--- config.mk ---
export PLATFORM = sky130hd
export DESIGN_NAME = ycbcr16_to_rgb8_convert_flat
export DESIGN_NICKNAME = d
export VERILOG_FILES = /design/src/rtl/core/y2r_pkg.sv /design/src/rtl/core/y2r_ycc_if.sv /design/src/rtl/core/y2r_rgb_if.sv /design/src/rtl/core/ycbcr16_to_rgb8_convert.sv /design/src/rtl/core/y2r_sat.sv /design/src/flat_wrapper.sv
export VERILOG_INCLUDE_DIRS = /design/src /design/src/rtl/core
export SDC_FILE = /design/constraint.sdc
export NUM_CORES = 2
export LEC_CHECK = 0
export ABC_AREA = 1
export BUFFER_PORTS_ARGS = -buffer_cell sky130_fd_sc_hd__buf_2
export CAP_MARGIN = 30
export CORE_MARGIN = 1.5
export CORE_UTILIZATION = 45
export CTS_CLUSTER_DIAMETER = 80
export DETAILED_ROUTE_END_ITERATION = 8
export MAX_ROUTING_LAYER = met4
export PLACE_DENSITY_LB_ADDON = 0.08
export SKIP_LAST_GASP = 1
export SYNTH_ARGS = -nofsm -noshare
export SYNTH_HDL_FRONTEND = slang
export SYNTH_SLANG_ARGS = --single-unit
--- constraint.sdc ---
create_clock -name clk -period 8.87 [get_ports clk]
set_clock_uncertainty 0.1 [all_clocks]
set_input_delay 0.887 -clock clk [delete_from_list [all_inputs] [get_ports clk]]
set_output_delay 0.887 -clock clk [all_outputs]
set_load 0.05 [all_outputs]
--- src/rtl/core/ycbcr16_to_rgb8_convert_macros.svh ---
// Assertion macros for the YCbCr to RGB converter.
`ifndef YCBCR16_TO_RGB8_CONVERT_MACROS_SVH
`define YCBCR16_TO_RGB8_CONVERT_MACROS_SVH

`ifndef SYNTHESIS

// Same-cycle implication, disabled while reset is high.
`define Y2R_ASSERT_NOW(lbl, clk, rst, ante, cons, msg) \
  lbl: assert property (@(posedge clk) disable iff (rst) (ante) |-> (cons)) \
    else $error(msg);

// Next-cycle implication, disabled while reset is high.
`define Y2R_ASSERT_NEXT(lbl, clk, rst, ante, cons, msg) \
  lbl: assert property (@(posedge clk) disable iff (rst) (ante) |=> (cons)) \
    else $error(msg);

`else

`define Y2R_ASSERT_NOW(lbl, clk, rst, ante, cons, msg)
`define Y2R_ASSERT_NEXT(lbl, clk, rst, ante, cons, msg)

`endif

`endif

--- src/rtl/core/y2r_pkg.sv ---
// Shared widths, fixed-point coefficients and types for the YCbCr to RGB converter.
`default_nettype none

package y2r_pkg;

  // Sample and pixel widths.
  localparam int SampleW = 16;
  localparam int PixW    = 8;

  // Unsigned Q.20 coefficients and the width of one product.
  localparam int CoefW = 22;
  localparam int ProdW = CoefW + SampleW;

  // Signed Q.28 accumulator width.
  localparam int AccW = 41;

  localparam logic [CoefW-1:0] CoefY   = 22'd1220944;
  localparam logic [CoefW-1:0] CoefCrR = 22'd1673556;
  localparam logic [CoefW-1:0] CoefCbG = 22'd410792;
  localparam logic [CoefW-1:0] CoefCrG = 22'd852460;
  localparam logic [CoefW-1:0] CoefCbB = 22'd2115224;

  typedef logic signed [AccW-1:0] acc_t;
  typedef logic [ProdW-1:0]       prod_t;
  typedef logic [SampleW-1:0]     sample_t;
  typedef logic [PixW-1:0]        pix_t;

  // Channel offsets in Q.28 with the rounding half already folded in.
  localparam acc_t RedBias   = acc_t'(64'sd134217728 - 64'sd913084 * 64'sd65536);
  localparam acc_t GreenBias = acc_t'(64'sd134217728 + 64'sd555319 * 64'sd65536);
  localparam acc_t BlueBias  = acc_t'(64'sd134217728 - 64'sd1133920 * 64'sd65536);

  // Bit position of the integer part in a Q.28 value.
  localparam int FracW = 28;

endpackage

`default_nettype wire

--- src/rtl/core/y2r_ycc_if.sv ---
// Valid/ready channel that carries one YCbCr pixel.
`default_nettype none

interface y2r_ycc_if;
  import y2r_pkg::*;

  logic    valid;
  logic    ready;
  sample_t luma;
  sample_t chroma_blue;
  sample_t chroma_red;

  modport source (output valid, output luma, output chroma_blue, output chroma_red,
                  input ready);
  modport sink   (input valid, input luma, input chroma_blue, input chroma_red,
                  output ready);
endinterface

`default_nettype wire

--- src/rtl/core/y2r_rgb_if.sv ---
// Valid/ready channel that carries one RGB pixel.
`default_nettype none

interface y2r_rgb_if;
  import y2r_pkg::*;

  logic valid;
  logic ready;
  pix_t red;
  pix_t green;
  pix_t blue;

  modport source (output valid, output red, output green, output blue, input ready);
  modport sink   (input valid, input red, input green, input blue, output ready);
endinterface

`default_nettype wire

--- src/rtl/core/ycbcr16_to_rgb8_convert.sv ---
// An input transfer reaches the output channel through the stage registers in order.
// Throughput: one pixel per cycle; each stage moves whenever the stage after it
// is empty or moving, so bubbles close up and a stall holds every stage in place.
// Stages: products, biased sums, green second subtract, round and clip.
// Reset (rst, synchronous) clears the stage valid bits; data registers keep values.
`default_nettype none
`include "ycbcr16_to_rgb8_convert_macros.svh"

module ycbcr16_to_rgb8_convert (
  input wire logic clk,
  input wire logic rst,
  y2r_ycc_if.sink  ycc,
  y2r_rgb_if.source rgb
);
  import y2r_pkg::*;

  // Stage valid bits.
  logic v1, v2, v3, ov;
  logic en1, en2, en3, en4;

  // Stage 1: products.
  prod_t p_y, p_crr, p_cbg, p_crg, p_cbb;
  // Stage 2: biased partial sums.
  acc_t s2_r, s2_g, s2_b, s2_gc;
  // Stage 3: full sums.
  acc_t s3_r, s3_g, s3_b;
  // Saturated channels ahead of the output register.
  pix_t sat_r, sat_g, sat_b;
  pix_t red, green, blue;

  // Per-stage enables: a stage loads when it is empty or its successor moves.
  assign en4 = !ov || rgb.ready;
  assign en3 = !v3 || en4;
  assign en2 = !v2 || en3;
  assign en1 = !v1 || en2;
  assign ycc.ready = en1;

  // Valid bits travel with the data.
  always_ff @(posedge clk) begin
    if (rst) begin
      v1 <= 1'b0;
      v2 <= 1'b0;
      v3 <= 1'b0;
      ov <= 1'b0;
    end else begin
      if (en1) v1 <= ycc.valid;
      if (en2) v2 <= v1;
      if (en3) v3 <= v2;
      if (en4) ov <= v3;
    end
  end

  // Stage 1: five coefficient products of unsigned samples.
  always_ff @(posedge clk) begin
    if (en1) begin
      p_y   <= CoefY   * ycc.luma;
      p_crr <= CoefCrR * ycc.chroma_red;
      p_cbg <= CoefCbG * ycc.chroma_blue;
      p_crg <= CoefCrG * ycc.chroma_red;
      p_cbb <= CoefCbB * ycc.chroma_blue;
    end
  end

  // Stage 2: luma term plus or minus one chroma term, plus the channel bias.
  always_ff @(posedge clk) begin
    if (en2) begin
      s2_r  <= acc_t'(p_y) + acc_t'(p_crr) + RedBias;
      s2_g  <= acc_t'(p_y) - acc_t'(p_cbg) + GreenBias;
      s2_b  <= acc_t'(p_y) + acc_t'(p_cbb) + BlueBias;
      s2_gc <= acc_t'(p_crg);
    end
  end

  // Stage 3: green takes its second chroma term.
  always_ff @(posedge clk) begin
    if (en3) begin
      s3_r <= s2_r;
      s3_g <= s2_g - s2_gc;
      s3_b <= s2_b;
    end
  end

  // Round and clip each channel.
  y2r_sat u_sat_r (.acc(s3_r), .pix(sat_r));
  y2r_sat u_sat_g (.acc(s3_g), .pix(sat_g));
  y2r_sat u_sat_b (.acc(s3_b), .pix(sat_b));

  // Output register.
  always_ff @(posedge clk) begin
    if (en4) begin
      red   <= sat_r;
      green <= sat_g;
      blue  <= sat_b;
    end
  end

  assign rgb.valid = ov;
  assign rgb.red   = red;
  assign rgb.green = green;
  assign rgb.blue  = blue;

  // An accepted input transfer always lands in the first stage.
  `Y2R_ASSERT_NEXT(a_in_lands, clk, rst, ycc.valid && ycc.ready, v1, "input transfer lost")
  // An empty first stage never blocks the input.
  `Y2R_ASSERT_NOW(a_empty_ready, clk, rst, !v1, ycc.ready, "input blocked while stage 1 empty")
  // A blocked output keeps the item waiting in stage 3.
  `Y2R_ASSERT_NEXT(a_hold_s3, clk, rst, v3 && ov && !rgb.ready, v3, "stage 3 item dropped")
  // A taken result with nothing behind it leaves the output empty.
  `Y2R_ASSERT_NEXT(a_no_repeat, clk, rst, ov && rgb.ready && !v3, !rgb.valid,
                   "output transfer repeated")
endmodule

`default_nettype wire

--- src/rtl/core/y2r_sat.sv ---
// Round-half-up and clip of a Q.28 sum (half already added) to an 8-bit channel.
`default_nettype none

module y2r_sat (
  input  y2r_pkg::acc_t acc,
  output y2r_pkg::pix_t pix
);
  import y2r_pkg::*;

  // A negative sum gives zero, any integer part above 255 gives full scale.
  always_comb begin
    if (acc[AccW-1]) begin
      pix = '0;
    end else if (|acc[AccW-2:FracW+PixW]) begin
      pix = '1;
    end else begin
      pix = acc[FracW+PixW-1:FracW];
    end
  end
endmodule

`default_nettype wire
--- src/flat_wrapper.sv ---
// flat-port wrapper written by rule: the top's interface ports become plain ports
module ycbcr16_to_rgb8_convert_flat import y2r_pkg::*;
  (clk, rst, ycc_valid, ycc_luma, ycc_chroma_blue, ycc_chroma_red, ycc_ready, rgb_valid, rgb_red, rgb_green, rgb_blue, rgb_ready);
  y2r_ycc_if ycc_i ();
  y2r_rgb_if rgb_i ();
  input wire logic clk;
  input wire logic rst;
  input wire logic [$bits(ycc_i.valid)-1:0] ycc_valid;
  input wire logic [$bits(ycc_i.luma)-1:0] ycc_luma;
  input wire logic [$bits(ycc_i.chroma_blue)-1:0] ycc_chroma_blue;
  input wire logic [$bits(ycc_i.chroma_red)-1:0] ycc_chroma_red;
  output wire logic [$bits(ycc_i.ready)-1:0] ycc_ready;
  output wire logic [$bits(rgb_i.valid)-1:0] rgb_valid;
  output wire logic [$bits(rgb_i.red)-1:0] rgb_red;
  output wire logic [$bits(rgb_i.green)-1:0] rgb_green;
  output wire logic [$bits(rgb_i.blue)-1:0] rgb_blue;
  input wire logic [$bits(rgb_i.ready)-1:0] rgb_ready;
  assign ycc_i.valid = ycc_valid;
  assign ycc_i.luma = ycc_luma;
  assign ycc_i.chroma_blue = ycc_chroma_blue;
  assign ycc_i.chroma_red = ycc_chroma_red;
  assign ycc_ready = ycc_i.ready;
  assign rgb_valid = rgb_i.valid;
  assign rgb_red = rgb_i.red;
  assign rgb_green = rgb_i.green;
  assign rgb_blue = rgb_i.blue;
  assign rgb_i.ready = rgb_ready;
  ycbcr16_to_rgb8_convert u_core (.clk(clk), .rst(rst), .ycc(ycc_i), .rgb(rgb_i));
endmodule
==> qor.yml <==
num_io_pins: 78
relSlewSlack_pct: 37.2
period_share_pct: 64.5
cp_cell_sequence: "buf_2, inv_1, ha_1, inv_1, fa_1, ha_1, fa_1, inv_1, fa_1, fa_1, inv_1, ha_1, nand2_1, nor2_1, inv_1, o21ai_0, a21oi_1, o21bai_1, a21oi_1, xnor2_1"
startpoint: "ycc_chroma_blue[5]"
yosys_register_bits: 331
avgSynthCellArea_sq_um: 8.26
rsz0062_at_grt: "false"
syn_inst: 5080
timing.rr.end: "u_core.p_cbb[35]"
crit_end: "u_core.p_cbb[28]"
synth_fp_nets: 6204
dp_hpwl_microns: 105000
start_kind: "primary input"
post_cts_buffers: 0
reg2reg_from: "u_core.rgb.valid"
path_max_fanout: 10
critPathKind: "primary input to flop"
die_y_microns: 308
critPathSlowestCell: "fa_1"
dieArea_sq_um: 95100
synth_ff_type: "edfxtp_1"
core_sq_um: 92100
outcome: "finished clean"
cts_tree: "yes"
yosys.area_share.simple_pct: 17.6
hold_viol: 0
maxSlewViolCount: 0
fmax_ghz: 0.175
root_buffer: "clkbuf_16"
ff2ff_setup_slack_ns: 5.35
drt_iter0_markers: 2215
seqCellArea_sq_um: 9900
portBuffers: 77
syn_to_final_growth_pct: 7.80
dp.cells: 6400
end_kind: "flop"
clock_latency_ns: 0.58
setup_viol: 0
antenna_found_initial: 13
htree_levels: 2
rows: 111
yosysMostFrequentCell: "inv_1"
synthesis.area_sq_um: 42000
fill_cells: 9072
layoutNonFillerInstCount: 6472
synth_compound_area_share_pct: 6.71
gp_congestion: 0.976
yosys.area.top_type: "edfxtp_1"
wl_per_cell_microns: 18.5
cts-resized-gates: 0
drive_gt1_share_pct: 4.26
yosysUniqueCellTypes: 51
synth_top_area_share_pct: 23.4
die_w_microns: 308
worst_slew_pin_slew_ns: 0.941
cp_common_cell: "inv_1"
synth_xor_area_share_pct: 4.10
synth_edf_count: 327
cp.arrival_ns: 5.93
worstPathRequired_ns: 9.08
holdBufCountCts: 0
cts_inserted_buffers: 40
final_antenna_net_count: 0
nets: 6323
synth_top_family_by_area: "adder cells"
drt_wl_total_microns: 120000
initial_utilization_pct: 45.6
grt_max_degree: 146
async_flop_share_pct: 0
vias: 32400
grt_pass1_wl_microns: 183000
synth_fa_ha_area_share_pct: 37.3
num_antenna_cells: 0
grt_pass1_vias: 31700
drc: 0
clk_path_buf_depth: 3
clk_pin_slew_ns: 0.06
ys_seq_area_share_pct: 23.6
cts_sinks: 331
grt-ovfl-total: 0
drt_pass1_iterations: 6
yosys-top-cells-count: "inv_1 (1194), nand2_1 (1098), ha_1 (775)"
viasPerCell: 5.00
synth_area_leaders: "edfxtp_1 (23%), ha_1 (23%), fa_1 (14%)"
hold_depth: 0
cpPeakStageDelay_ns: 0.54
synth-warning-count: 0
worstRegToRegCells: 9
hp-class: "flop to flop"
tns_ns: 0
multi_input_area_sq_um: 27600
synthMuxAreaShare_pct: 0
cap_viol_max_count: 0
fin_crit_ns: 5.72
grt.total_usage_pct: 26.4
-- how the worst min path moves through the flow --
stage,from,to,slack [ns]
after global routing,u_core.p_crg[7],u_core.s2_gc[7],0.32
after detailed placement,u_core.s2_b[37],u_core.s3_b[37],0.30
after floorplan,u_core.p_crg[10],u_core.s2_gc[10],0.30
after global placement,u_core.s2_b[39],u_core.s3_b[39],0.30
after CTS,u_core.p_crg[7],u_core.s2_gc[7],0.32
final,u_core.p_crg[7],u_core.s2_gc[7],0.31
-- state kept, by name, indices dropped and copies added, names as in the netlist --
signal	flops
u_core.v1	1
u_core.s2_b	14
u_core.rgb.blue	8
u_core.rgb.red	8
u_core.p_crg	33
u_core.v3	1
u_core.v2	1
u_core.s2_gc	34
u_core.rgb.valid	1
u_core.s3_r	13
u_core.s2_g	37
u_core.rgb.green	8
u_core.s3_b	13
u_core.s3_g	13
u_core.p_cbg	32
u_core.s2_r	13
u_core.p_crr	34
u_core.p_cbb	34
u_core.p_y	33
-- through the flow --
step                hold WS, ns  util [%]  cell area (sq um)  worst slack, ns
global route              0.323      49.1              45200             2.79
global placement          0.303      47.7              43900             2.63
detailed placement        0.305      47.7              43900             2.56
CTS                       0.315      49.1              45200             3.17
finish                    0.314      49.1              45200             3.15
floorplan                 0.300         -              42000             1.58
-- worst max-delay path, delay by kind of cell --
family / cells / cell delay [ns]
adder cells (fa/ha/maj): 7 / 2.97
AO/OA/AOI/OAI: 4 / 0.92
buffers and inverters: 6 / 0.76
AND/OR/NAND/NOR: 2 / 0.22
XOR/XNOR: 1 / 0.15
-- layer usage --
metal / up-vias / global-route usage, % / share of wire (%)
li1: 16500 / - / -
met1: 15100 / 37.0 / 49
met2: 689 / 39.5 / 43
met3: 129 / 3.79 / 5.4
met4: 0 / 7.34 / 3.0
met5: - / - / 0
-- logic make-up after synthesis --
| logic type | count (synthesis) |
|---|---|
| compound gates | 501 |
| xor+xnor | 194 |
| fa+ha+maj | 1072 |
| buf+inv | 1203 |
| flops | 331 |
| simple gates | 1779 |
-- area by class of cell --
class | count | share of cell area [%]
Clock buffer | 43 | 2.24
Clock inverter | 29 | 0.631
Inverter | 1200 | 9.96
Multi-Input combinational cell | 3546 | 60.9
Sequential cell | 331 | 21.9
Tap cell | 1243 | 3.44
Timing Repair Buffer | 80 | 0.929
-- layout by cell type, fill, tap and decap left out, types with 11 or more instances in the layout --
| master | n |
|---|---|
| inv_1 | 1193 |
| nand2_1 | 1097 |
| ha_1 | 775 |
| edfxtp_1 | 327 |
| nor2_1 | 299 |
| fa_1 | 297 |
| a21oi_1 | 255 |
| nand3_1 | 202 |
| xor2_1 | 132 |
| o21ai_0 | 117 |
| buf_2 | 77 |
| xnor2_1 | 59 |
| nor3_1 | 41 |
| clkbuf_16 | 40 |
| nand4_1 | 35 |
| nand2_2 | 32 |
| o21bai_1 | 21 |
| o21a_1 | 20 |
| a31oi_1 | 19 |
| a21o_1 | 15 |
| nor4_1 | 15 |
| nor2_2 | 15 |
| o211ai_1 | 12 |
| nand3b_1 | 11 |
Power is not shown: default switching activity piles up to over one toggle a cycle in this logic, so the estimate is an artifact.
